==> config.mk <==
export PLATFORM = sky130hd
export DESIGN_NAME = spe_pow_cell
export DESIGN_NICKNAME = d
export VERILOG_FILES = /design/src/spe_pkg.sv /design/src/spe_pow_cell.sv
export SDC_FILE = /design/constraint.sdc
export NUM_CORES = 2
export LEC_CHECK = 0
export CAP_MARGIN = 0
export CORE_ASPECT_RATIO = 0.75
export CORE_MARGIN = 2
export CORE_UTILIZATION = 64
export CTS_CLUSTER_SIZE = 12
export DETAILED_ROUTE_END_ITERATION = 8
export DONT_BUFFER_PORTS = 1
export HOLD_SLACK_MARGIN = 0.05
export PLACE_DENSITY = 0.89
export SLEW_MARGIN = 25
export SYNTH_ARGS = -nofsm -noshare
export SYNTH_HDL_FRONTEND = slang
export SYNTH_SLANG_ARGS = --single-unit
==> constraint.sdc <==
create_clock -name clock -period 13.21 [get_ports clock]
set_input_delay 0.6605 -clock clock [delete_from_list [all_inputs] [get_ports clock]]
set_output_delay 0.6605 -clock clock [all_outputs]
set_load 0.1 [all_outputs]
==> src/spe_pkg.sv <==
// Shared constants, lane types and constant tables for the sine position encoder.
`timescale 1ns / 1ps
package spe_pkg;

   localparam int MAX_SIDE     = 1024;
   localparam int MAX_PAIRS    = 256;
   localparam int CORDIC_STEPS = 16;

   localparam int IDX_W   = 10;
   localparam int PAIR_W  = 8;
   localparam int CFG_W   = 24;
   localparam int FRAC_W  = 20;
   localparam int E_W     = PAIR_W + CFG_W;
   localparam int K_W     = E_W - FRAC_W;
   localparam int ACC_W   = IDX_W + 1 + CFG_W;
   localparam int MULT_W  = 31;
   localparam int T_W     = 30;
   localparam int XY_W    = 34;
   localparam int Z_W     = 33;
   localparam int OUT_W   = 16;
   localparam int SHIFT_W = 5;

   localparam int REDUCE_STAGES = 8;
   localparam int SPE_LATENCY   = 2 + FRAC_W + REDUCE_STAGES + CORDIC_STEPS + 1;

   localparam logic [29:0] INV_TWO_PI_Q32 = 30'd683565276;
   localparam logic [31:0] PI_Q30         = 32'd3373259426;
   localparam logic [29:0] GAIN_Q30       = 30'd652032874;

   typedef enum logic [1:0] {
      CSR_SCALE_X  = 2'd0,
      CSR_SCALE_Y  = 2'd1,
      CSR_EXP_STEP = 2'd2
   } csr_idx_type;

   typedef struct packed {
      logic              valid;
      logic [MULT_W-1:0] mult;
      logic [FRAC_W-1:0] f;
      logic [K_W-1:0]    k;
      logic [ACC_W-1:0]  a_y;
      logic [ACC_W-1:0]  a_x;
   } pow_lane_type;

   typedef struct packed {
      logic                   valid;
      logic signed [XY_W-1:0] x;
      logic signed [XY_W-1:0] y;
      logic signed [Z_W-1:0]  z;
      logic [1:0]             q;
   } cordic_lane_type;

   function automatic longint unsigned isqrt64(input longint unsigned v);
      longint unsigned rem_v;
      longint unsigned r;
      longint unsigned bit_v;
      rem_v = v;
      r     = 0;
      bit_v = 64'd1 << 62;
      for (int n = 0; n < 32; n++) begin
         if (bit_v > rem_v) bit_v = bit_v >> 2;
      end
      for (int n = 0; n < 32; n++) begin
         if (bit_v != 0) begin
            if (rem_v >= r + bit_v) begin
               rem_v = rem_v - (r + bit_v);
               r     = (r >> 1) + bit_v;
            end else begin
               r = r >> 1;
            end
            bit_v = bit_v >> 2;
         end
      end
      return r;
   endfunction

   // 2^(-2^-(idx+1)) in Q0.30, each entry the square root of the one before
   function automatic logic [T_W-1:0] frac_entry(input int idx);
      longint unsigned prev;
      logic [T_W-1:0]  res;
      prev = 64'd1 << 29;
      res  = '0;
      for (int i = 0; i < FRAC_W; i++) begin
         prev = isqrt64(prev << 30);
         if (i == idx) res = prev[T_W-1:0];
      end
      return res;
   endfunction

   function automatic logic [29:0] atan_entry(input int idx);
      logic [29:0] v;
      case (idx)
         0:       v = 30'h3243F6A8;
         1:       v = 30'h1DAC6705;
         2:       v = 30'h0FADBAFC;
         3:       v = 30'h07F56EA6;
         4:       v = 30'h03FEAB76;
         5:       v = 30'h01FFD55B;
         6:       v = 30'h00FFFAAA;
         7:       v = 30'h007FFF55;
         8:       v = 30'h003FFFEA;
         9:       v = 30'h001FFFFD;
         10:      v = 30'h000FFFFF;
         11:      v = 30'h0007FFFF;
         12:      v = 30'h0003FFFF;
         13:      v = 30'h0001FFFF;
         14:      v = 30'h0000FFFF;
         15:      v = 30'h00007FFF;
         16:      v = 30'h00003FFF;
         17:      v = 30'h00001FFF;
         18:      v = 30'h00000FFF;
         19:      v = 30'h000007FF;
         20:      v = 30'h000003FF;
         21:      v = 30'h000001FF;
         22:      v = 30'h000000FF;
         23:      v = 30'h0000007F;
         default: v = '0;
      endcase
      return v;
   endfunction

endpackage

==> src/spe_pow_cell.sv <==
// One fraction bit of the 2^(-f) product: conditional multiply by a table root.
`timescale 1ns / 1ps
module spe_pow_cell
   import spe_pkg::*;
(
   input  logic         clock,
   input  logic         reset,
   input  pow_lane_type in_lane,
   input  logic [T_W-1:0] in_t,
   output pow_lane_type out_lane
);

   pow_lane_type                lane_in;
   pow_lane_type                lane_ff;
   logic [MULT_W+T_W-1:0]       prod;

   always_comb begin
      prod    = in_lane.mult * in_t;
      lane_in = in_lane;
      // test the top fraction bit, then advance the next one into place
      if (in_lane.f[FRAC_W-1]) lane_in.mult = prod[MULT_W+T_W-1:T_W];
      lane_in.f = {in_lane.f[FRAC_W-2:0], 1'b0};
   end

   always_ff @(posedge clock) begin
      if (reset) begin
         lane_ff.valid <= 1'b0;
      end else begin
         lane_ff <= lane_in;
      end
   end

   assign out_lane = lane_ff;

endmodule

### Word level (Yosys, flattened, before mapping)

Index checks and enable logic that the tools add are counted.

| operators by class | value |
|---|---|
| $mul | 1 |
| multiplexer cells | 1 |

Operators by type and width:

| cell | count |
|---|---|
| 31-bit by 30-bit multiplier with 61-bit output | 1 |
| 31-bit two-way mux | 1 |

| storage, ports and cells | value |
|---|---|
| register bits after elaboration | 133 |
| input port bits | 166 |
| output and inout bits | 134 |
| logic and storage cells | 8 |

### Longest topological paths before layout

| logic depth | value |
|---|---|
| depth after elaboration | 2 |
| depth in mapped cells | 30 |

### Worst setup path after synthesis

Ideal clock, no wire load.

| timing | value |
|---|---|
| path kind | in2reg |
| start | in in_lane[115] (netlist bit) |
| end | reg lane_ff (netlist bit out_lane[132]), data pin |
| library setup time | 152 ps |
| arrival time | 7535 ps |
| required time | 13058 ps |
| path slack | 5523 ps |
| stages on the path | 27 |
| path through | clkbuf_1 > and2_1 > fa_1 > fa_1 > fa_1 > inv_1 > fa_1 > inv_1 > fa_1 > inv_1 > fa_1 > inv_1 > fa_1 > inv_1 > fa_1 > inv_1 > ha_1 > and4_4 > and3_1 > a221oi_2 > o221ai_2 > a31oi_4 > o21ai_2 > o2111a_1 > o31a_1 > or3_1 > a31oi_1 |

RTL lines:

| element | RTL line | text |
|---|---|---|
| start: declaration | spe_pow_cell.sv:8 | `input pow_lane_type in_lane,` |
| end signal: assignment | spe_pow_cell.sv:29 | `lane_ff <= lane_in;` |
| end: declaration | spe_pow_cell.sv:14 | `pow_lane_type lane_ff;` |

==> reports/qor.csv <==
metric;value;unit
status;complete, no violations;
post-cts resize count;0;
Final Hold Fails;0;
vias in the first global route;26953;
number of port buffers;0;
total CTS buffers;17;
WHS Path Cells;1;
initial cell density of the core;64.7;%
Core Area;0.0530;mm2
worst hold path type;in -> reg;
Synth warnings;0;
WL met2;40900;um
largest net degree at the start of global routing;80;
die height;204;um
Max Used Layer;met5;
Worst setup SP type;input pin;
Worst-Margin Slew;1.09;ns
CP Capture Type;register;
final core utilization;66.1;%
final antenna-violating net count;0;
Die Wd;271;um
placed inst area;0.0344;mm2
io pins;300;
most frequent cells in the layout;inv_1 (840), fa_1 (807), and2_1 (537), nand2_1 (437), ha_1 (246);
ys flop type;edfxtp_1;
clock tree root driver cell;clkbuf_16;
CTS Sinks;133;
Endpoint, Worst Hold;out_lane[133]$_SDFF_PP0_;
number of hold buffers added after CTS;0;
Worst slew margin;27.3;%
gr usage total;36.8;%
Netlist cell types;53;
Final Cell Area;0.0350;mm2
1st-pass router iterations;5;
postcts setup bufs;0;
ys async rst share;0;%
Post-synth EDFFs;132;
hpwl dp;72100;um
Pins Over Slew Limit;0;
H-tree depth;4;
initial antenna violation count;13;
Setup Viol. Count Final;0;
CTS tree;done;
synthesized area;0.0343;mm2
Tcrit/Tclk final;61.5;%
Mapped Cells;3518;
row cnt;73;
Synth Register Bits;133;
Met1 Wirelength;33900;um
Critical Setup Path Class;in -> reg;
sequential share of the synthesized area;11.6;%
Clock Path Buffers;2;
gpl congestion;0.959;
Worst-path clk slew;0.07;ns
Tmin final;8.12;ns
fin nets;4554;
WL/cell;23.7;um
first-pass GRT wire length;154000;um
critical path arrival;8.31;ns
setup_tns;0;ns
vias per cell;6.01;
Avg Synthesized Cell Area;9.74;um2
total number of vias;24432;
Mapped Nets;4737;
RSZ-0062 raised after global routing;false;
Routed WL;96400;um
area delta synth->final;2.20;%
DRT iter0 DRCs;2739;
layout cell share with drive strength beyond 1;1.91;%
fmax;123;MHz
final setup margin;5.09;ns
Hold Startpoint;reset;
number of flip-flops in the largest register;133;
Remaining DRCs;0;
die area;0.0554;mm2
crit-path max FO;31;
Worst EP required;13.40;ns
grt total ovfl;0;
commonest non-fill, non-tap cell in the layout;inv_1;
pre-CTS setup slack;4.95;ns
MaxCap Viol Count;0;
routed wl met3;17400;um
## stage by stage
step	instances	hold slack, ns
after floorplan	3518	0.732
after global placement	4028	0.747
after detailed placement	4028	0.747
after CTS	4060	0.300
after global routing	4065	0.299
final	4066	0.300
## cells by family (layout without fill, tap and decap cells)
family / Yosys count / in the layout / share of synthesized area (%)
AO/OA/AOI/OAI: 177 / 177 / 3.33
XOR/XNOR: 30 / 30 / 0.767
adder cells (fa/ha/maj): 1053 / 1053 / 56.1
buffers and inverters: 1045 / 875 / 11.5
flip-flops: 133 / 133 / 11.6
multiplexers: 24 / 24 / 0.789
other: 1 / 7 / 0.0109
AND/OR/NAND/NOR: 1055 / 1055 / 15.9
## worst max path at each step
stage	startpoint	to	slack, ns	depth (start not counted)
after detailed placement	in_lane[118]	out_lane[122]$_DFFE_PN_	4.95	22
after CTS	in_lane[118]	out_lane[126]$_DFFE_PN_	5.31	23
final	in_lane[118]	out_lane[126]$_DFFE_PN_	5.09	24
after floorplan	in_lane[115]	out_lane[132]$_DFFE_PN_	5.52	27
after global placement	in_t[15]	out_lane[126]$_DFFE_PN_	5.10	26
after global routing	in_t[15]	out_lane[126]$_DFFE_PN_	4.84	26
## Yosys cell counts (11+ instances only)
| cell | instances | area share, % |
|---|---|---|
| and2_1 | 537 | 9.8 |
| fa_1 | 807 | 47 |
| a21o_1 | 28 | 0.61 |
| clkbuf_1 | 201 | 2.2 |
| mux2_2 | 24 | 0.79 |
| a21oi_1 | 58 | 0.85 |
| o21ai_0 | 33 | 0.48 |
| ha_1 | 246 | 9.0 |
| inv_1 | 841 | 9.2 |
| nor2_1 | 19 | 0.21 |
| edfxtp_1 | 132 | 12 |
| xnor2_1 | 20 | 0.51 |
| and3_1 | 11 | 0.20 |
| nand2_1 | 437 | 4.8 |
| nand3_1 | 18 | 0.26 |
## area by class of cell
type / count / area, um2
antenna: 6 / 15.0
clock buffer: 17 / 425
clock inverter: 15 / 179
fill: 3875 / 18000
inverter: 842 / 3160
multi-input combinational: 2340 / 26400
sequential: 133 / 3980
tap: 712 / 891
timing repair buffer: 1 / 7.51
## metal layers
| metal | vias to the layer above | track usage, % |
|---|---|---|
| li1 | 9912 | - |
| met1 | 12156 | 48.4 |
| met2 | 2042 | 53.1 |
| met3 | 310 | 17.1 |
| met4 | 12 | 14.9 |
| met5 | - | 0 |
## worst max-delay path, stage by stage
cell and delay [ns]:
and2_1 0.18, fa_1 0.52, fa_1 0.57, inv_1 0.07, fa_1 0.46, fa_1 0.54
inv_1 0.06, fa_1 0.56, fa_1 0.43, fa_1 0.64, inv_1 0.09, fa_1 0.49
inv_1 0.04, ha_1 0.32, a21oi_1 0.16, nor2_1 0.06, a21oi_1 0.22, o21ai_0 0.17
a311oi_1 0.88, o21ai_1 0.32, a41oi_1 0.39, o21ai_0 0.18, xnor2_1 0.16, a21oi_1 0.08
Power is left out: the tool's default activity adds up to more than one toggle a clock period on the data nets, which glitch-free logic cannot reach.
