File: config.mk
export PLATFORM = sky130hd
export DESIGN_NAME = spe_reduce
export DESIGN_NICKNAME = d
export VERILOG_FILES = /design/src/spe_pkg.sv /design/src/spe_reduce.sv
export SDC_FILE = /design/constraint.sdc
export NUM_CORES = 2
export LEC_CHECK = 0
export BUFFER_PORTS_ARGS = -buffer_cell sky130_fd_sc_hd__buf_2
export CAP_MARGIN = 20
export CORE_MARGIN = 2
export CORE_UTILIZATION = 45
export CTS_BUF_LIST = sky130_fd_sc_hd__clkbuf_8 sky130_fd_sc_hd__clkbuf_16
export CTS_CLUSTER_DIAMETER = 150
export DETAILED_ROUTE_END_ITERATION = 8
export SETUP_SLACK_MARGIN = 0.02
export SLEW_MARGIN = 10
export SYNTH_ARGS = -nofsm -noshare
export SYNTH_HDL_FRONTEND = slang
export SYNTH_SLANG_ARGS = --single-unit
File: constraint.sdc
create_clock -name clock -period 21.3 [get_ports clock]
set_input_delay 2.13 -clock clock [delete_from_list [all_inputs] [get_ports clock]]
set_output_delay 2.13 -clock clock [all_outputs]
set_load 0.02 [all_outputs]
File: src/spe_pkg.sv
// Shared constants, lane types and constant tables for the sine position encoder.
`timescale 1ns / 1ps
package spe_pkg;

   localparam int MAX_SIDE     = 1024;
   localparam int MAX_PAIRS    = 256;
   localparam int CORDIC_STEPS = 16;

   localparam int IDX_W   = 10;
   localparam int PAIR_W  = 8;
   localparam int CFG_W   = 24;
   localparam int FRAC_W  = 20;
   localparam int E_W     = PAIR_W + CFG_W;
   localparam int K_W     = E_W - FRAC_W;
   localparam int ACC_W   = IDX_W + 1 + CFG_W;
   localparam int MULT_W  = 31;
   localparam int T_W     = 30;
   localparam int XY_W    = 34;
   localparam int Z_W     = 33;
   localparam int OUT_W   = 16;
   localparam int SHIFT_W = 5;

   localparam int REDUCE_STAGES = 8;
   localparam int SPE_LATENCY   = 2 + FRAC_W + REDUCE_STAGES + CORDIC_STEPS + 1;

   localparam logic [29:0] INV_TWO_PI_Q32 = 30'd683565276;
   localparam logic [31:0] PI_Q30         = 32'd3373259426;
   localparam logic [29:0] GAIN_Q30       = 30'd652032874;

   typedef enum logic [1:0] {
      CSR_SCALE_X  = 2'd0,
      CSR_SCALE_Y  = 2'd1,
      CSR_EXP_STEP = 2'd2
   } csr_idx_type;

   typedef struct packed {
      logic              valid;
      logic [MULT_W-1:0] mult;
      logic [FRAC_W-1:0] f;
      logic [K_W-1:0]    k;
      logic [ACC_W-1:0]  a_y;
      logic [ACC_W-1:0]  a_x;
   } pow_lane_type;

   typedef struct packed {
      logic                   valid;
      logic signed [XY_W-1:0] x;
      logic signed [XY_W-1:0] y;
      logic signed [Z_W-1:0]  z;
      logic [1:0]             q;
   } cordic_lane_type;

   function automatic longint unsigned isqrt64(input longint unsigned v);
      longint unsigned rem_v;
      longint unsigned r;
      longint unsigned bit_v;
      rem_v = v;
      r     = 0;
      bit_v = 64'd1 << 62;
      for (int n = 0; n < 32; n++) begin
         if (bit_v > rem_v) bit_v = bit_v >> 2;
      end
      for (int n = 0; n < 32; n++) begin
         if (bit_v != 0) begin
            if (rem_v >= r + bit_v) begin
               rem_v = rem_v - (r + bit_v);
               r     = (r >> 1) + bit_v;
            end else begin
               r = r >> 1;
            end
            bit_v = bit_v >> 2;
         end
      end
      return r;
   endfunction

   // 2^(-2^-(idx+1)) in Q0.30, each entry the square root of the one before
   function automatic logic [T_W-1:0] frac_entry(input int idx);
      longint unsigned prev;
      logic [T_W-1:0]  res;
      prev = 64'd1 << 29;
      res  = '0;
      for (int i = 0; i < FRAC_W; i++) begin
         prev = isqrt64(prev << 30);
         if (i == idx) res = prev[T_W-1:0];
      end
      return res;
   endfunction

   function automatic logic [29:0] atan_entry(input int idx);
      logic [29:0] v;
      case (idx)
         0:       v = 30'h3243F6A8;
         1:       v = 30'h1DAC6705;
         2:       v = 30'h0FADBAFC;
         3:       v = 30'h07F56EA6;
         4:       v = 30'h03FEAB76;
         5:       v = 30'h01FFD55B;
         6:       v = 30'h00FFFAAA;
         7:       v = 30'h007FFF55;
         8:       v = 30'h003FFFEA;
         9:       v = 30'h001FFFFD;
         10:      v = 30'h000FFFFF;
         11:      v = 30'h0007FFFF;
         12:      v = 30'h0003FFFF;
         13:      v = 30'h0001FFFF;
         14:      v = 30'h0000FFFF;
         15:      v = 30'h00007FFF;
         16:      v = 30'h00003FFF;
         17:      v = 30'h00001FFF;
         18:      v = 30'h00000FFF;
         19:      v = 30'h000007FF;
         20:      v = 30'h000003FF;
         21:      v = 30'h000001FF;
         22:      v = 30'h000000FF;
         23:      v = 30'h0000007F;
         default: v = '0;
      endcase
      return v;
   endfunction

endpackage

File: src/spe_reduce.sv
// Angle product, turn phase, octant reduction and CORDIC seed for one axis.
`timescale 1ns / 1ps
module spe_reduce
   import spe_pkg::*;
(
   input  logic              clock,
   input  logic              reset,
   input  logic              in_valid,
   input  logic [ACC_W-1:0]  in_a,
   input  logic [MULT_W-1:0] in_mult,
   input  logic [K_W-1:0]    in_k,
   output cordic_lane_type   out_lane
);

   logic [REDUCE_STAGES-1:0] valid_ff;
   logic [REDUCE_STAGES-1:0] valid_in;

   logic [62:0]     plo_ff;
   logic [33:0]     phi_ff;
   logic [K_W-1:0]  k1_ff;
   logic [63:0]     prod_ff;
   logic [K_W-1:0]  k2_ff;
   logic [33:0]     ang_ff;
   logic [61:0]     qlo_ff;
   logic [31:0]     qhi_ff;
   logic [31:0]     ph_ff;
   logic [1:0]      q6_ff;
   logic            neg6_ff;
   logic [29:0]     mag_ff;
   logic [1:0]      q7_ff;
   logic            neg7_ff;
   logic [30:0]     zm_ff;
   cordic_lane_type lane_ff;

   logic [6:0]      sh;
   logic [63:0]     shifted;
   logic [63:0]     qsum;
   logic [31:0]     t;
   logic signed [30:0] r;
   logic [61:0]     zprod;

   always_comb begin
      valid_in = {valid_ff[REDUCE_STAGES-2:0], in_valid};
      sh       = 7'd30 + {1'b0, k2_ff[5:0]};
      shifted  = prod_ff >> sh;
      qsum     = {2'b00, qlo_ff} + {qhi_ff, 32'd0};
      t        = ph_ff + 32'h2000_0000;
      r        = $signed({1'b0, t[29:0]}) - 31'sh2000_0000;
      zprod    = mag_ff * PI_Q30;
   end

   always_ff @(posedge clock) begin
      if (reset) begin
         valid_ff <= '0;
      end else begin
         valid_ff <= valid_in;
      end
   end

   always_ff @(posedge clock) begin
      plo_ff  <= in_a[31:0] * in_mult;
      phi_ff  <= in_a[ACC_W-1:32] * in_mult;
      k1_ff   <= in_k;
      prod_ff <= {1'b0, plo_ff} + {phi_ff[31:0], 32'd0};
      k2_ff   <= k1_ff;
      // a total shift of 64 or more drops the angle to zero
      ang_ff  <= (k2_ff >= K_W'(34)) ? '0 : shifted[33:0];
      qlo_ff  <= ang_ff[31:0] * INV_TWO_PI_Q32;
      qhi_ff  <= ang_ff[33:32] * INV_TWO_PI_Q32;
      ph_ff   <= qsum[51:20];
      q6_ff   <= t[31:30];
      neg6_ff <= r[30];
      mag_ff  <= r[30] ? 30'(-r) : 30'(r);
      q7_ff   <= q6_ff;
      neg7_ff <= neg6_ff;
      zm_ff   <= zprod[61:31];
      lane_ff.valid <= valid_ff[REDUCE_STAGES-2];
      lane_ff.x <= XY_W'(GAIN_Q30);
      lane_ff.y <= '0;
      lane_ff.z <= neg7_ff ? -$signed({2'b00, zm_ff}) : $signed({2'b00, zm_ff});
      lane_ff.q <= q7_ff;
   end

   always_comb begin
      out_lane       = lane_ff;
      out_lane.valid = valid_ff[REDUCE_STAGES-1];
   end

endmodule

# [Word-level counts from Yosys, hierarchy flattened]
# Index checks and enable logic that the tools add are counted.
[word_totals] regBits=427 word_cells=35
[classes] n_addsub=7 mul=5 magnitude_cmp=1 n_shift=1 muxes=2
[ops] op="$add 63x64->64" count=1
[ops] op="$shr 64x7->34" count=1
[ops] op="$mul 32x31->63" count=1
[ops] op="$mul 30x31->61 const B" count=1
[ops] op="$add 52x52->52" count=1
[ops] op="$mul 32x28->50 const B" count=1
[ops] op="$neg 31->33" count=1
[ops] op="$add 32x30->32 const B" count=1
[ops] op="$mul 3x31->32" count=1
[ops] op="$mux 31" count=1
[ops] op="$sub 30x30->31 const B" count=1
[ops] op="$mux 30" count=1
[ops] op="$neg 30->30" count=1
[ops] op="$mul 2x28->18 const B" count=1
[ops] op="$ge 12x6->1 const B" count=1
[ops] op="$add 5x6->7 const A" count=1

# [Logic depth before layout (Yosys ltp)]
[logic_depth] depth_word=4 ltp_mapped=29

# [Worst setup path after synthesis]
# No wires, ideal clock.
[synth_path] kind="input -> register" start="in in_mult[22]" end="reg plo_ff[58]" setup_time_ps=72 t_arrival_ps=9190 slack_ps=12038 path_stages=27 cell_sequence="clkbuf_1 > clkbuf_1 > nand2_1 > fa_1 > inv_1 > fa_1 > inv_1 > fa_1 > inv_1 > fa_1 > fa_1 > fa_1 > fa_1 > inv_1 > fa_1 > inv_1 > ha_1 > nand4_1 > nor4_1 > nand4_1 > o211ai_1 > o21ai_1 > o211a_1 > o31a_1 > o311a_1 > o21bai_1 > xor2_1"
[synth_between] elab_chain_len=1
[synth_lines] item="start: declaration" line_no="spe_reduce.sv:10" text="input logic [MULT_W-1:0] in_mult,"
[synth_lines] item="$mul 32x31->63" line_no="spe_reduce.sv:61" text="plo_ff <= in_a[31:0] * in_mult;"
[synth_lines] item="end signal: assignment" line_no="spe_reduce.sv:61"
[synth_lines] item="end: declaration" line_no="spe_reduce.sv:18" text="logic [62:0] plo_ff;"
# No other way between the ends.
# A chain may end at the register's enable or synchronous reset.

# [Worst setup path in the final report]
[layout_path] start="in in_mult[7]" end="reg plo_ff[62]"
# The elaborated chain is that of the path after synthesis.

==> results.toml <==
[run_status]
outcome = "finished clean"

[final_layout]
layout-area-overhead-vs-synth_pct = 5.11
drive_gt1_share_pct = 3.89
finish.net_count = 10200
sequential_cell_area_mm2 = 0.00675
layout.cell_area.non_filler_mm2 = 0.0777
multi_input_area_mm2 = 0.0589
filler_cell_count = 15400

[clock_tree]
clkSlewWorstSetupHoldPaths_ns = 0.06
h-tree-depth = 2
clock_buffers_created_by_tritoncts = 38
clk-insertion-delay-late_ns = 0.59
cts-resized-gates = 0
cts_sinks = 337
post-cts-setup-buffer-count = 0
clock_path_buffers = 3
cts-hold-fix-buffers = 0
clock_tree.root_cell = "sky130_fd_sc_hd__clkbuf_16"
cts_tree = "done"

[placed_design]
io_buffer_count = 116
place_congestion = 0.948
placed_cell_area_mm2 = 0.0763
detailed_place_hpwl_mm = 150

[timing]
worst_pin_slew_ns = 1.04
relSlewSlack_pct = 30.5
fin_crit_ns = 9.96
timing.fmax_ghz = 0.100
final-max-slew-violation-count = 0
count_of_final_hold_check_violations = 0
final.setup.tns_ns = 0
clock-skew-final_ns = 0.0421
grt_setup_unrepaired = "false"
final_min_period_over_clock_period_pct = 46.7
finalSetupViolCount = 0

[routing]
route.detailed.wl_per_inst_um = 19.0
met3RoutedLength_mm = 9.58
drtIter0Drc = 2473
route.detailed.drc = 0
dr_total_vias = 49700
via_per_inst = 5.10
drt-total-wl_mm = 185
drt_pass_1_iters = 7
antenna_violating_nets_post_route = 0
wirelength_met1_mm = 74.9
topRoutingLayerUsed = "met5"
detailroute.wirelength.met2_mm = 93.3

[critical_path]
end_kind = "flop"
critical_path_arrival_ns = 10.47
timing.reg2reg.worst_path_depth = 27
timing.critical_path.required_ns = 21.81
critPathKind = "primary input to flop"
critical_path.max_fanout = 35
crit_path_start_kind = "primary input"

[yosys]
dominant_cells_by_area_after_synthesis = "sky130_fd_sc_hd__fa_1 43%, sky130_fd_sc_hd__ha_1 16%, sky130_fd_sc_hd__inv_1 9.6%"
synth_enable_flop_cells = 0
postSynthRegisterBits = 337
share_of_synthesized_area_occupied_by_flip_flops_and_latches_pct = 9.13
asyncSetResetFlopFracSynth_pct = 0
syn-instance-count = 7590
synth_largest_area_cell = "sky130_fd_sc_hd__fa_1"
syn_area_per_cell_um2 = 9.74
synth.yosys.warnings = 0
synthTopCellsByCount = "1881 x sky130_fd_sc_hd__inv_1, 1579 x sky130_fd_sc_hd__fa_1, 966 x sky130_fd_sc_hd__ha_1"
synth_top_area_share_pct = 42.8
ys_dominant_reg_cell = "sky130_fd_sc_hd__dfxtp_1"
cell_area_synth_mm2 = 0.0739
yosys.cell_count.top_type = "sky130_fd_sc_hd__inv_1"
synthDistinctLibCells = 83

[grt]
grt_first_pass_wirelength_mm = 297
grt_total_usage_pct = 22.7
globalRoute.totalOverflow = 0
maximum_number_of_pins_on_one_net_before_global_route_repair = 45
grt_pass1_vias = 54800
antenna_found_initial = 8

[die]
die_width_um = 409
core_box_area_mm2 = 0.163
dieHeight_um = 409
top_level_ports = 185
placementRows = 148
start_util_pct = 45.4
area_enclosed_by_the_die_boundary_mm2 = 0.168

[worst_hold_path]
worstHoldPathCells = 0
hold_path_class = "flop to flop"

[job]
drv.max_cap_violation_count = 0
path summary, 6_finish.rpt:
kind	slack (ns)	to	startpoint
max	11.34	plo_ff[62]	in_mult[7]
min	0.33	k2_ff[11]	k1_ff[11]
max reg2reg	13.07	zm_ff[15]	mag_ff[4]
min reg2reg	0.33	k2_ff[11]	k1_ff[11]
kinds of logic (layout without fill, tap and decap cells):
| group | count (synthesis) | count (layout) | share of synthesized area [%] |
|---|---|---|---|
| XOR/XNOR | 227 | 227 | 2.69 |
| buffers and inverters | 2192 | 2102 | 11.5 |
| adder cells (fa/ha/maj) | 2545 | 2545 | 59.1 |
| flip-flops | 337 | 337 | 9.13 |
| AND/OR/NAND/NOR | 1612 | 1612 | 10.8 |
| other | 2 | 73 | 0.0102 |
| AO/OA/AOI/OAI | 612 | 612 | 5.51 |
| multiplexers | 63 | 63 | 1.29 |
critical path, stage by stage:
cell	delay, ns
sky130_fd_sc_hd__buf_2	0.68
sky130_fd_sc_hd__nand2_1	0.18
sky130_fd_sc_hd__fa_1	0.55
sky130_fd_sc_hd__fa_1	0.54
sky130_fd_sc_hd__fa_1	0.52
sky130_fd_sc_hd__fa_1	0.51
sky130_fd_sc_hd__inv_1	0.06
sky130_fd_sc_hd__fa_1	0.57
sky130_fd_sc_hd__fa_1	0.44
sky130_fd_sc_hd__fa_1	0.49
sky130_fd_sc_hd__inv_1	0.05
sky130_fd_sc_hd__fa_1	0.49
sky130_fd_sc_hd__inv_1	0.05
sky130_fd_sc_hd__ha_1	0.33
sky130_fd_sc_hd__nand4_1	0.16
sky130_fd_sc_hd__nor4_1	0.55
sky130_fd_sc_hd__nand4_1	0.16
sky130_fd_sc_hd__o211ai_1	0.22
sky130_fd_sc_hd__o21ai_1	0.29
sky130_fd_sc_hd__o211a_1	0.36
sky130_fd_sc_hd__o31a_1	0.34
sky130_fd_sc_hd__o311ai_2	0.39
sky130_fd_sc_hd__nand2_1	0.15
sky130_fd_sc_hd__a211oi_1	0.21
layout make-up:
cell class / count / area share [%]
multi-input cells: 5127 / 75.8
inverters: 1884 / 9.10
flip-flops and latches: 337 / 8.69
well taps: 2175 / 3.50
clock buffers: 43 / 1.31
repair buffers: 150 / 1.08
clock inverters: 25 / 0.457
diodes: 5 / 0.0161
cells in the final DEF, fill, tap and decap left out, types with 60 or more instances in the layout:
master                    Yosys  routed
sky130_fd_sc_hd__nor2_1     165     165
sky130_fd_sc_hd__ha_1       966     966
sky130_fd_sc_hd__fa_1      1579    1579
sky130_fd_sc_hd__nand2_1    674     674
sky130_fd_sc_hd__buf_2        0     116
sky130_fd_sc_hd__inv_1     1881    1884
sky130_fd_sc_hd__a21oi_1    178     178
sky130_fd_sc_hd__conb_1       2      68
sky130_fd_sc_hd__a21o_1     100     100
sky130_fd_sc_hd__xor2_1      60      60
sky130_fd_sc_hd__o21ai_0    113     113
sky130_fd_sc_hd__and2_1     537     537
sky130_fd_sc_hd__xnor2_1    167     167
sky130_fd_sc_hd__dfxtp_1    337     334
routing by layer:
layer / up-vias / global-route usage [%]
met2: 1253 / 40.5
li1: 22700 / -
met3: 370 / 3.15
met5: - / 0
met4: 8 / 7.76
met1: 25400 / 28.0
stage by stage:
stage	instances	setup WS, ns	util [%]	hold WS [ns]
2_1_floorplan	7656	12.04	-	0.310
3_3_place_gp	9673	10.86	46.8	0.310
3_5_place_dp	9673	10.79	46.8	0.312
4_1_cts	9741	11.42	47.7	0.326
5_1_grt	9741	10.97	47.7	0.332
6_report	9746	11.34	47.7	0.326
registers in the layout, indices dropped and copies added (netlist names):
signal and count:
out_lane 35, ang_ff 34, prod_ff 34, plo_ff 33, ph_ff 32, phi_ff 32, qlo_ff 32, zm_ff 31
mag_ff 30, k1_ff 12, k2_ff 12, valid_ff 8, qhi_ff 6, q6_ff 2, q7_ff 2, neg6_ff 1
neg7_ff 1
Power is left out: the tool's default activity adds up to more than one toggle a clock period on the data nets, which glitch-free logic cannot reach.
