===== src/spe_pkg.sv =====
// Shared constants, lane types and constant tables for the sine position encoder.
`timescale 1ns / 1ps
package spe_pkg;

   localparam int MAX_SIDE     = 1024;
   localparam int MAX_PAIRS    = 256;
   localparam int CORDIC_STEPS = 16;

   localparam int IDX_W   = 10;
   localparam int PAIR_W  = 8;
   localparam int CFG_W   = 24;
   localparam int FRAC_W  = 20;
   localparam int E_W     = PAIR_W + CFG_W;
   localparam int K_W     = E_W - FRAC_W;
   localparam int ACC_W   = IDX_W + 1 + CFG_W;
   localparam int MULT_W  = 31;
   localparam int T_W     = 30;
   localparam int XY_W    = 34;
   localparam int Z_W     = 33;
   localparam int OUT_W   = 16;
   localparam int SHIFT_W = 5;

   localparam int REDUCE_STAGES = 8;
   localparam int SPE_LATENCY   = 2 + FRAC_W + REDUCE_STAGES + CORDIC_STEPS + 1;

   localparam logic [29:0] INV_TWO_PI_Q32 = 30'd683565276;
   localparam logic [31:0] PI_Q30         = 32'd3373259426;
   localparam logic [29:0] GAIN_Q30       = 30'd652032874;

   typedef enum logic [1:0] {
      CSR_SCALE_X  = 2'd0,
      CSR_SCALE_Y  = 2'd1,
      CSR_EXP_STEP = 2'd2
   } csr_idx_type;

   typedef struct packed {
      logic              valid;
      logic [MULT_W-1:0] mult;
      logic [FRAC_W-1:0] f;
      logic [K_W-1:0]    k;
      logic [ACC_W-1:0]  a_y;
      logic [ACC_W-1:0]  a_x;
   } pow_lane_type;

   typedef struct packed {
      logic                   valid;
      logic signed [XY_W-1:0] x;
      logic signed [XY_W-1:0] y;
      logic signed [Z_W-1:0]  z;
      logic [1:0]             q;
   } cordic_lane_type;

   function automatic longint unsigned isqrt64(input longint unsigned v);
      longint unsigned rem_v;
      longint unsigned r;
      longint unsigned bit_v;
      rem_v = v;
      r     = 0;
      bit_v = 64'd1 << 62;
      for (int n = 0; n < 32; n++) begin
         if (bit_v > rem_v) bit_v = bit_v >> 2;
      end
      for (int n = 0; n < 32; n++) begin
         if (bit_v != 0) begin
            if (rem_v >= r + bit_v) begin
               rem_v = rem_v - (r + bit_v);
               r     = (r >> 1) + bit_v;
            end else begin
               r = r >> 1;
            end
            bit_v = bit_v >> 2;
         end
      end
      return r;
   endfunction

   // 2^(-2^-(idx+1)) in Q0.30, each entry the square root of the one before
   function automatic logic [T_W-1:0] frac_entry(input int idx);
      longint unsigned prev;
      logic [T_W-1:0]  res;
      prev = 64'd1 << 29;
      res  = '0;
      for (int i = 0; i < FRAC_W; i++) begin
         prev = isqrt64(prev << 30);
         if (i == idx) res = prev[T_W-1:0];
      end
      return res;
   endfunction

   function automatic logic [29:0] atan_entry(input int idx);
      logic [29:0] v;
      case (idx)
         0:       v = 30'h3243F6A8;
         1:       v = 30'h1DAC6705;
         2:       v = 30'h0FADBAFC;
         3:       v = 30'h07F56EA6;
         4:       v = 30'h03FEAB76;
         5:       v = 30'h01FFD55B;
         6:       v = 30'h00FFFAAA;
         7:       v = 30'h007FFF55;
         8:       v = 30'h003FFFEA;
         9:       v = 30'h001FFFFD;
         10:      v = 30'h000FFFFF;
         11:      v = 30'h0007FFFF;
         12:      v = 30'h0003FFFF;
         13:      v = 30'h0001FFFF;
         14:      v = 30'h0000FFFF;
         15:      v = 30'h00007FFF;
         16:      v = 30'h00003FFF;
         17:      v = 30'h00001FFF;
         18:      v = 30'h00000FFF;
         19:      v = 30'h000007FF;
         20:      v = 30'h000003FF;
         21:      v = 30'h000001FF;
         22:      v = 30'h000000FF;
         23:      v = 30'h0000007F;
         default: v = '0;
      endcase
      return v;
   endfunction

endpackage


===== src/spe_cordic_cell.sv =====
// One CORDIC rotation step; hands x, y, z and quadrant to the next cell.
`timescale 1ns / 1ps
module spe_cordic_cell
   import spe_pkg::*;
(
   input  logic            clock,
   input  logic            reset,
   input  cordic_lane_type in_lane,
   input  logic [SHIFT_W-1:0] in_shift,
   input  logic [29:0]     in_atan,
   output cordic_lane_type out_lane
);

   cordic_lane_type        lane_in;
   cordic_lane_type        lane_ff;
   logic signed [XY_W-1:0] dx;
   logic signed [XY_W-1:0] dy;
   logic signed [Z_W-1:0]  da;

   always_comb begin
      dx      = in_lane.y >>> in_shift;
      dy      = in_lane.x >>> in_shift;
      da      = $signed({3'b000, in_atan});
      lane_in = in_lane;
      if (!in_lane.z[Z_W-1]) begin
         lane_in.x = in_lane.x - dx;
         lane_in.y = in_lane.y + dy;
         lane_in.z = in_lane.z - da;
      end else begin
         lane_in.x = in_lane.x + dx;
         lane_in.y = in_lane.y - dy;
         lane_in.z = in_lane.z + da;
      end
   end

   always_ff @(posedge clock) begin
      if (reset) begin
         lane_ff.valid <= 1'b0;
      end else begin
         lane_ff <= lane_in;
      end
   end

   assign out_lane = lane_ff;

endmodule


===== config.mk =====
export PLATFORM = sky130hd
export DESIGN_NAME = spe_cordic_cell
export DESIGN_NICKNAME = d
export VERILOG_FILES = /design/src/spe_pkg.sv /design/src/spe_cordic_cell.sv
export SDC_FILE = /design/constraint.sdc
export NUM_CORES = 1
export LEC_CHECK = 0
export BUFFER_PORTS_ARGS = -buffer_cell sky130_fd_sc_hd__buf_4
export CAP_MARGIN = 20
export CORE_ASPECT_RATIO = 0.7
export CORE_MARGIN = 3
export CORE_UTILIZATION = 60
export CTS_BUF_LIST = sky130_fd_sc_hd__clkbuf_16
export CTS_CLUSTER_SIZE = 24
export DETAILED_ROUTE_END_ITERATION = 7
export PLACE_DENSITY = 0.91
export SETUP_SLACK_MARGIN = 0.4
export SLEW_MARGIN = 20
export SYNTH_ARGS = -nofsm -noshare
export SYNTH_HDL_FRONTEND = slang
export SYNTH_SLANG_ARGS = --single-unit

===== constraint.sdc =====
create_clock -name clock -period 7.6 [get_ports clock]
set_input_delay 0.38 -clock clock [delete_from_list [all_inputs] [get_ports clock]]
set_output_delay 0.38 -clock clock [all_outputs]
set_load 0.005 [all_outputs]

## Yosys cells after proc, flatten, opt, wreduce, memory -nomap -nowiden

Cells that the tools add are included.

| word-level totals | value |
|---|---|
| bits of input ports | 141 |
| memories kept | 0 |
| latch bits | 0 |
| output and inout port bits | 104 |
| RAM bits | 0 |
| bits in registers | 104 |
| bits in read-only memories | 0 |

| operators by class | value |
|---|---|
| equality and inequality tests | 0 |
| magnitude comparators | 0 |
| shifts and indexed selects | 2 |
| reductions and logical operators | 0 |
| bitwise operators | 0 |
| mux-type cells | 1 |
| multipliers | 0 |
| div/mod/pow operators | 0 |
| add/subtract/negate cells | 6 |

Operators by type and width:

| operator | count |
|---|---|
| 101-bit two-way mux | 1 |
| 34-bit adder | 2 |
| 34-bit by 5-bit >>> shifter with 34-bit output | 2 |
| 34-bit subtractor | 2 |
| 33-bit by 31-bit adder with 33-bit output | 1 |
| 33-bit by 31-bit subtractor with 33-bit output | 1 |

## Longest topological paths before layout

Gate-level depths: netlist of the first run.

| depth | value |
|---|---|
| depth in word-level cells | 3 |
| gate-level depth with buffers | 30 |
| mapped depth without buffers | 24 |

## Least setup slack after synthesis of the first run

Ideal clock, no wire load.

| timing | value |
|---|---|
| path type | input-to-reg |
| start point | input port in_shift[4] |
| end point | register lane_ff (netlist bit out_lane[101]) (data pin) |
| arrival | 6.030 ns |
| buffers on the path | 8 |
| stages | 25 |
| slack | 1.311 ns |
| cells stage by stage | buf_2 buf_2 clkbuf_1 buf_2 clkbuf_1 clkbuf_1 clkbuf_1 buf_1 nor2_1 nor2_1 ha_1 nand3_1 nor4b_4 or3b_4 nor2b_1 xnor2_1 ha_1 a21o_1 a21o_1 a21oi_1 or3b_2 o211ai_1 o21ai_0 o311a_1 a211o_1 |

RTL lines:

| item | RTL line | text |
|---|---|---|
| start: declaration | spe_cordic_cell.sv:9 | `input logic [SHIFT_W-1:0] in_shift,` |
| end signal: assignment | spe_cordic_cell.sv:40 | `lane_ff <= lane_in;` |
| end: declaration | spe_cordic_cell.sv:15 | `cordic_lane_type lane_ff;` |

==> results.cfg, run 1 <==
[run_status]
status = complete, but fails checks
failed_checks = design-rule violations

[power]
p_leak_nw = 7.322
ir_drop_mv = 0.1295
seq_power_share_pct = 27.5
switchingPower_mw = 1.297
combPwrFrac_pct = 56.4
intPower_mw = 1.945
switching_share_pct = 40.02
clkPwrFrac_pct = 16.1
power_density_nw_per_um2 = 184.8

[min_path]
hold_path_class = input pin to flop
min_to = out_lane[103]
hold_depth = 2
hp-start = reset

[setup_path]
slowest_delay_ps = 790
worst_path_max_delay_cell = a222oi_1
worstSetupEndpointType = flop
cp-start-kind = input pin
path_delay_family = compound AO/OA/AOI/OAI gates
critPathMaxFanout = 41
critPathKind = input pin to flop
worstPathBufferInverterCount = 2
cp_data_required_time_ps = 7740
cp.arrival_ps = 6900

[synthesis]
ys_seq_area_share_pct = 20.18
ys_types = 89
synth_cells = 1699
synthFlopType = edfxtp_1
synth_seq_cells = 104
synth_area_um2 = 15430
synth-edff-count = 103
synthTopCellsByArea = edfxtp_1, mux4_2, ha_1, xnor2_1, a21oi_1
synth-async-reset-ratio_pct = 0
synth.top_cell.area_share_pct = 20.05
synth_top_cell_by_area = edfxtp_1
synth_area_per_cell_um2 = 9.082
yosys_warnings = 0
synth_nets = 1944

[routing]
ant_nets = 0
drc_errors = 4
drtIter0Drc = 2444
vias = 15691
routed_via_density = 7.100
drt_wl_total_um = 54310
wl_per_cell_um = 24.58
first_pass_iters = 8

[place]
port_buffers = 244
routabilityCongestion = 1.100
place_hpwl_um = 42030
place_area_um2 = 17220

[sta]
rsz0062_at_grt = false
hold_ws_ps = 162.3
final-setup-viol-count = 0
fin_tns_setup_ps = 0
hold_viol = 0
report.final.slew_viol_count = 0
fin_crit_sh_pct = 88.95
min_period_ps = 6760
tightest_slew_ps = 1087
max_freq_ghz = 0.1479
slew_headroom_pct = 27.56

[cells_and_area]
fin_area_um2 = 17550
antennaDiodeCount = 0
nets = 2125
area_growth_pct = 13.73
largest_register_ffs = 104
drive_gt1_share_pct = 23.50

[flow_run]
maxCapViolations = 0

[grt]
grt_overflow = 0
grt_pass1_vias = 14537
grt_antenna_before_repair = 1
grt_max_degree = 106
grt_first_pass_wirelength_um = 82920
grt_usage_pct = 37.95

[clocking]
postCtsResizedCells = 0
clk_transition_reported_paths_ps = 90
root_buffer = clkbuf_16
cts_made_buffers = 9
post_cts_buffers = 0
clk_path_buf_depth = 2
clock-sinks = 104
ctsHoldBuffers = 0
htreeDepth = 3
cts_tree = yes

[die]
dieHeight_um = 140.2
die_x_um = 197.7
fp.dieArea_um2 = 27710
core.rowCount = 48
ioPinCount = 245
coreArea_um2 = 24980
initial_utilization_pct = 61.76
[cells in the final DEF, fill, tap and decap left out, types with 10 or more instances in the layout]
| cell | count |
|---|---|
| a211oi_1 | 16 |
| a21o_1 | 58 |
| a21oi_1 | 161 |
| a22oi_1 | 16 |
| a31oi_1 | 18 |
| and2_1 | 15 |
| and3_1 | 16 |
| buf_4 | 264 |
| edfxtp_1 | 103 |
| ha_1 | 101 |
| inv_1 | 51 |
| mux2_2 | 36 |
| mux2i_1 | 48 |
| mux4_2 | 90 |
| nand2_1 | 112 |
| nand2b_1 | 32 |
| nand3_1 | 26 |
| nor2_1 | 150 |
| nor2b_1 | 27 |
| nor3_1 | 38 |
| nor4_1 | 10 |
| o211ai_1 | 14 |
| o21a_1 | 25 |
| o21ai_0 | 74 |
| o21bai_1 | 14 |
| o22ai_1 | 17 |
| xnor2_1 | 110 |
| xor2_1 | 64 |
[per-layer routing]
metal  routed length, µm  track usage [%]  vias up
li1                    -                -     6833
met1               21100            52.73     7379
met2               22270            55.24     1265
met3                8892            14.45      210
met4                1970            10.94        4
met5                  79            1.764        -
[kinds of logic (layout without fill, tap and decap cells)]
family / after synthesis / count (layout) / share of synthesized area (%)
fa+ha+maj: 104 / 104 / 8.579
buf+inv: 148 / 334 / 5.198
mux: 177 / 177 / 19.12
flops: 104 / 104 / 20.18
compound gates: 502 / 502 / 21.10
xor+xnor: 174 / 174 / 9.877
simple gates: 490 / 490 / 15.95
[power groups by stage]
stage               logic (mW)  clock network, mW  registers, mW
floorplan                 1.14                  0          0.918
global placement          1.72                  0          0.903
detailed placement        1.77                  0          0.904
CTS                       1.78              0.527          0.893
global route              1.97              0.553          0.907
finish                    1.83              0.522          0.892
[worst max path at each step]
stage	end	from	slack [ps]	depth (start not counted)
after floorplan	out_lane[101]	in_shift[4]	1310	25
after global placement	out_lane[68]	in_shift[1]	850	25
after detailed placement	out_lane[68]	in_shift[1]	720	25
after CTS	out_lane[68]	in_shift[1]	1060	25
after global routing	out_lane[68]	in_shift[1]	560	25
final	out_lane[68]	in_shift[1]	840	25
[synthesized netlist by cell type, types with 10 or more instances]
library cell / n
a21oi_1: 161
nor2_1: 150
nand2_1: 112
xnor2_1: 110
edfxtp_1: 103
ha_1: 101
mux4_2: 90
o21ai_0: 74
xor2_1: 64
a21o_1: 58
inv_1: 52
mux2i_1: 48
nor3_1: 38
mux2_2: 36
clkbuf_1: 35
nand2b_1: 32
nor2b_1: 27
nand3_1: 26
o21a_1: 25
buf_2: 24
buf_6: 19
a31oi_1: 18
o22ai_1: 17
a211oi_1: 16
a22oi_1: 16
and3_1: 16
and2_1: 15
o211ai_1: 14
o21bai_1: 14
nor4_1: 10
[layout make-up]
type	count	area [µm²]
Sequential cell	104	3113
Timing Repair Buffer	264	1982
Tap cell	325	406.6
Multi-Input combinational cell	1447	11510
Clock inverter	7	101.3
Inverter	54	205.2
Clock buffer	9	225.2
Fill cell	1915	7436
[through the flow]
| step | utilization [%] | power, mW | worst slack [ps] | std cells |
|---|---|---|---|---|
| 2_1_floorplan | - | 2.058 | 1311 | 1699 |
| 3_3_place_gp | 68.93 | 2.627 | 849.8 | 2194 |
| 3_5_place_dp | 68.93 | 2.673 | 723.4 | 2194 |
| 4_1_cts | 70.24 | 3.200 | 1060 | 2210 |
| 5_1_grt | 70.24 | 3.425 | 558.6 | 2210 |
| 6_report | 70.24 | 3.242 | 839.9 | 2210 |
Power figures use the tool's default switching activity.
==> inputs of run 2 (changes only) <==
ABC_AREA = 1   (was not set)
CORE_UTILIZATION = 59   (was 60)
PLACE_DENSITY = 0.9   (was 0.91)
==> results.cfg, run 2 <==
[run_status]
status = complete, but fails checks
failed_checks = design-rule violations

[synthesis]
yosys_warnings = 0
synthTopCellsByArea = edfxtp_1, nand2_1, nand3_1, ha_1, xor2_1
ys_types = 47
synth.top_cell.area_share_pct = 20.68
synth_fa_ha_area_share_pct = 8.849
synth_area_per_cell_um2 = 6.293
ys_seq_area_share_pct = 20.81
synthFlopType = edfxtp_1
synth_seq_cells = 104
synth_nets = 2622
yosys.area_share.simple_pct = 41.36
synth_cells = 2377
synth-async-reset-ratio_pct = 0
yosysMostFrequentCell = nand2_1
synth_top_cell_by_area = edfxtp_1
synth_compound_area_share_pct = 10.86
synth_area_um2 = 14960
synth_common_cells = nand2_1, nand3_1, inv_1, nor2_1, xor2_1
synth-edff-count = 103
synthXorXnorAreaFrac_pct = 9.426
synthMuxAreaShare_pct = 0
synth_top_family_by_area = simple AND/OR/NAND/NOR gates

[sta]
fin_tns_setup_ps = 0
rsz0062_at_grt = false
hold_viol = 0
tightest_slew_ps = 935.8
hold_ws_ps = 181.0
report.final.slew_viol_count = 0
min_period_ps = 5611
fin_crit_sh_pct = 73.83
final-setup-viol-count = 0
max_freq_ghz = 0.1782
slew_headroom_pct = 37.61

[grt]
grt_first_pass_wirelength_um = 85210
grt_antenna_before_repair = 1
grt_max_degree = 68
grt_overflow = 0
grt_pass1_vias = 15983
grt_usage_pct = 38.90

[clocking]
clk_path_buf_depth = 2
cts_tree = yes
clock-sinks = 104
post_cts_buffers = 0
postCtsResizedCells = 0
cts_made_buffers = 9
htreeDepth = 3
root_buffer = clkbuf_16
clk_transition_reported_paths_ps = 80
ctsHoldBuffers = 0

[place]
post-place-cells = 2878
routabilityCongestion = 1.101
place_hpwl_um = 44670
port_buffers = 244
place_area_um2 = 16880

[setup_path]
cpMostUsedCell = nand2_1
critPathKind = input pin to flop
worstSetupEndpointType = flop
cp_data_required_time_ps = 7720
critPathMaxFanout = 46
cp.arrival_ps = 5730
slowest_delay_ps = 700
worst_path_max_delay_cell = a21boi_0
cp-start-kind = input pin

[cells_and_area]
antennaDiodeCount = 0
drive_gt1_share_pct = 13.51
nFillCells = 2228
area_growth_pct = 14.79
largest_register_ffs = 104
fin_area_um2 = 17170
layout_commonest_cell = nand2_1
layout.cells.non_filler = 2894
nets = 2809
final_util_pct = 69.23
final_cell_mix = nand2_1, nand3_1, buf_4
register_area_um2 = 3113
multi_input_area_um2 = 10550

[die]
initial_utilization_pct = 60.31
fp.dieArea_um2 = 27330
coreArea_um2 = 24800
die_x_um = 196.3
dieHeight_um = 139.2
core.rowCount = 48
ioPinCount = 245

[power]
ir_drop_mv = 0.1493
p_leak_nw = 8.658
power_density_nw_per_um2 = 183.3

[routing]
wl_per_cell_um = 19.24
first_pass_iters = 8
routed_via_density = 6.131
ant_nets = 0
drt_wl_total_um = 55680
drtIter0Drc = 2780
vias = 17742
drc_errors = 32

[flow_run]
maxCapViolations = 0

[min_path]
hold_path_class = input pin to flop
-- run 2: cell type report --
cell class                      instances  share of cell area (%)
Sequential cell                       104                   18.13
Multi-Input combinational cell       1957                   61.41
Clock inverter                          7                  0.3716
Tap cell                              325                   2.368
Inverter                              234                   5.130
Clock buffer                            9                   1.312
Timing Repair Buffer                  258                   11.28
-- run 2: report_power, final --
part,leakage (nW),total (mW),switching (mW),internal (mW)
sequential,1.02,0.887,0.0448,0.842
clock,0.148,0.495,0.241,0.254
combinational,7.49,1.77,1.09,0.679
total,8.66,3.15,1.37,1.78
-- run 2: metal layers --
metal	GRT usage, %	routed length (µm)
met1	56.57	23890
met2	55.36	22270
met3	12.44	7773
met4	10.72	1727
met5	0	13
-- run 2: cell families (layout without fill, tap and decap cells) --
kind of cell,count (synthesis),after routing
AOI/OAI and AO/OA,284,284
xor gates and xnor gates,161,161
adders and majority gates,104,104
buffers and inverters,316,508
DFF,104,104
and+or+nand+nor,1408,1408
-- run 2: per-stage QoR --
| step | worst slack [ps] | total power [mW] |
|---|---|---|
| detailed placement | 1967 | 2.598 |
| floorplan | 3551 | 1.961 |
| global placement | 2053 | 2.561 |
| global route | 1692 | 3.331 |
| CTS | 2345 | 3.093 |
| finish | 1989 | 3.147 |
-- run 2: worst paths after layout --
check / from / endpoint / slack [ps] / cells past startpoint
min: in_lane[0] / out_lane[0] / 180 / 1
max: in_shift[0] / out_lane[93] / 1990 / 25
-- run 2: critical path: cells and delay by family --
family                   cells  cell delay (ps)
XOR/XNOR                     2              420
buffers and inverters        4             1170
AND/OR/NAND/NOR             11             1250
AO/OA/AOI/OAI                6             1840
adder cells (fa/ha/maj)      2              640
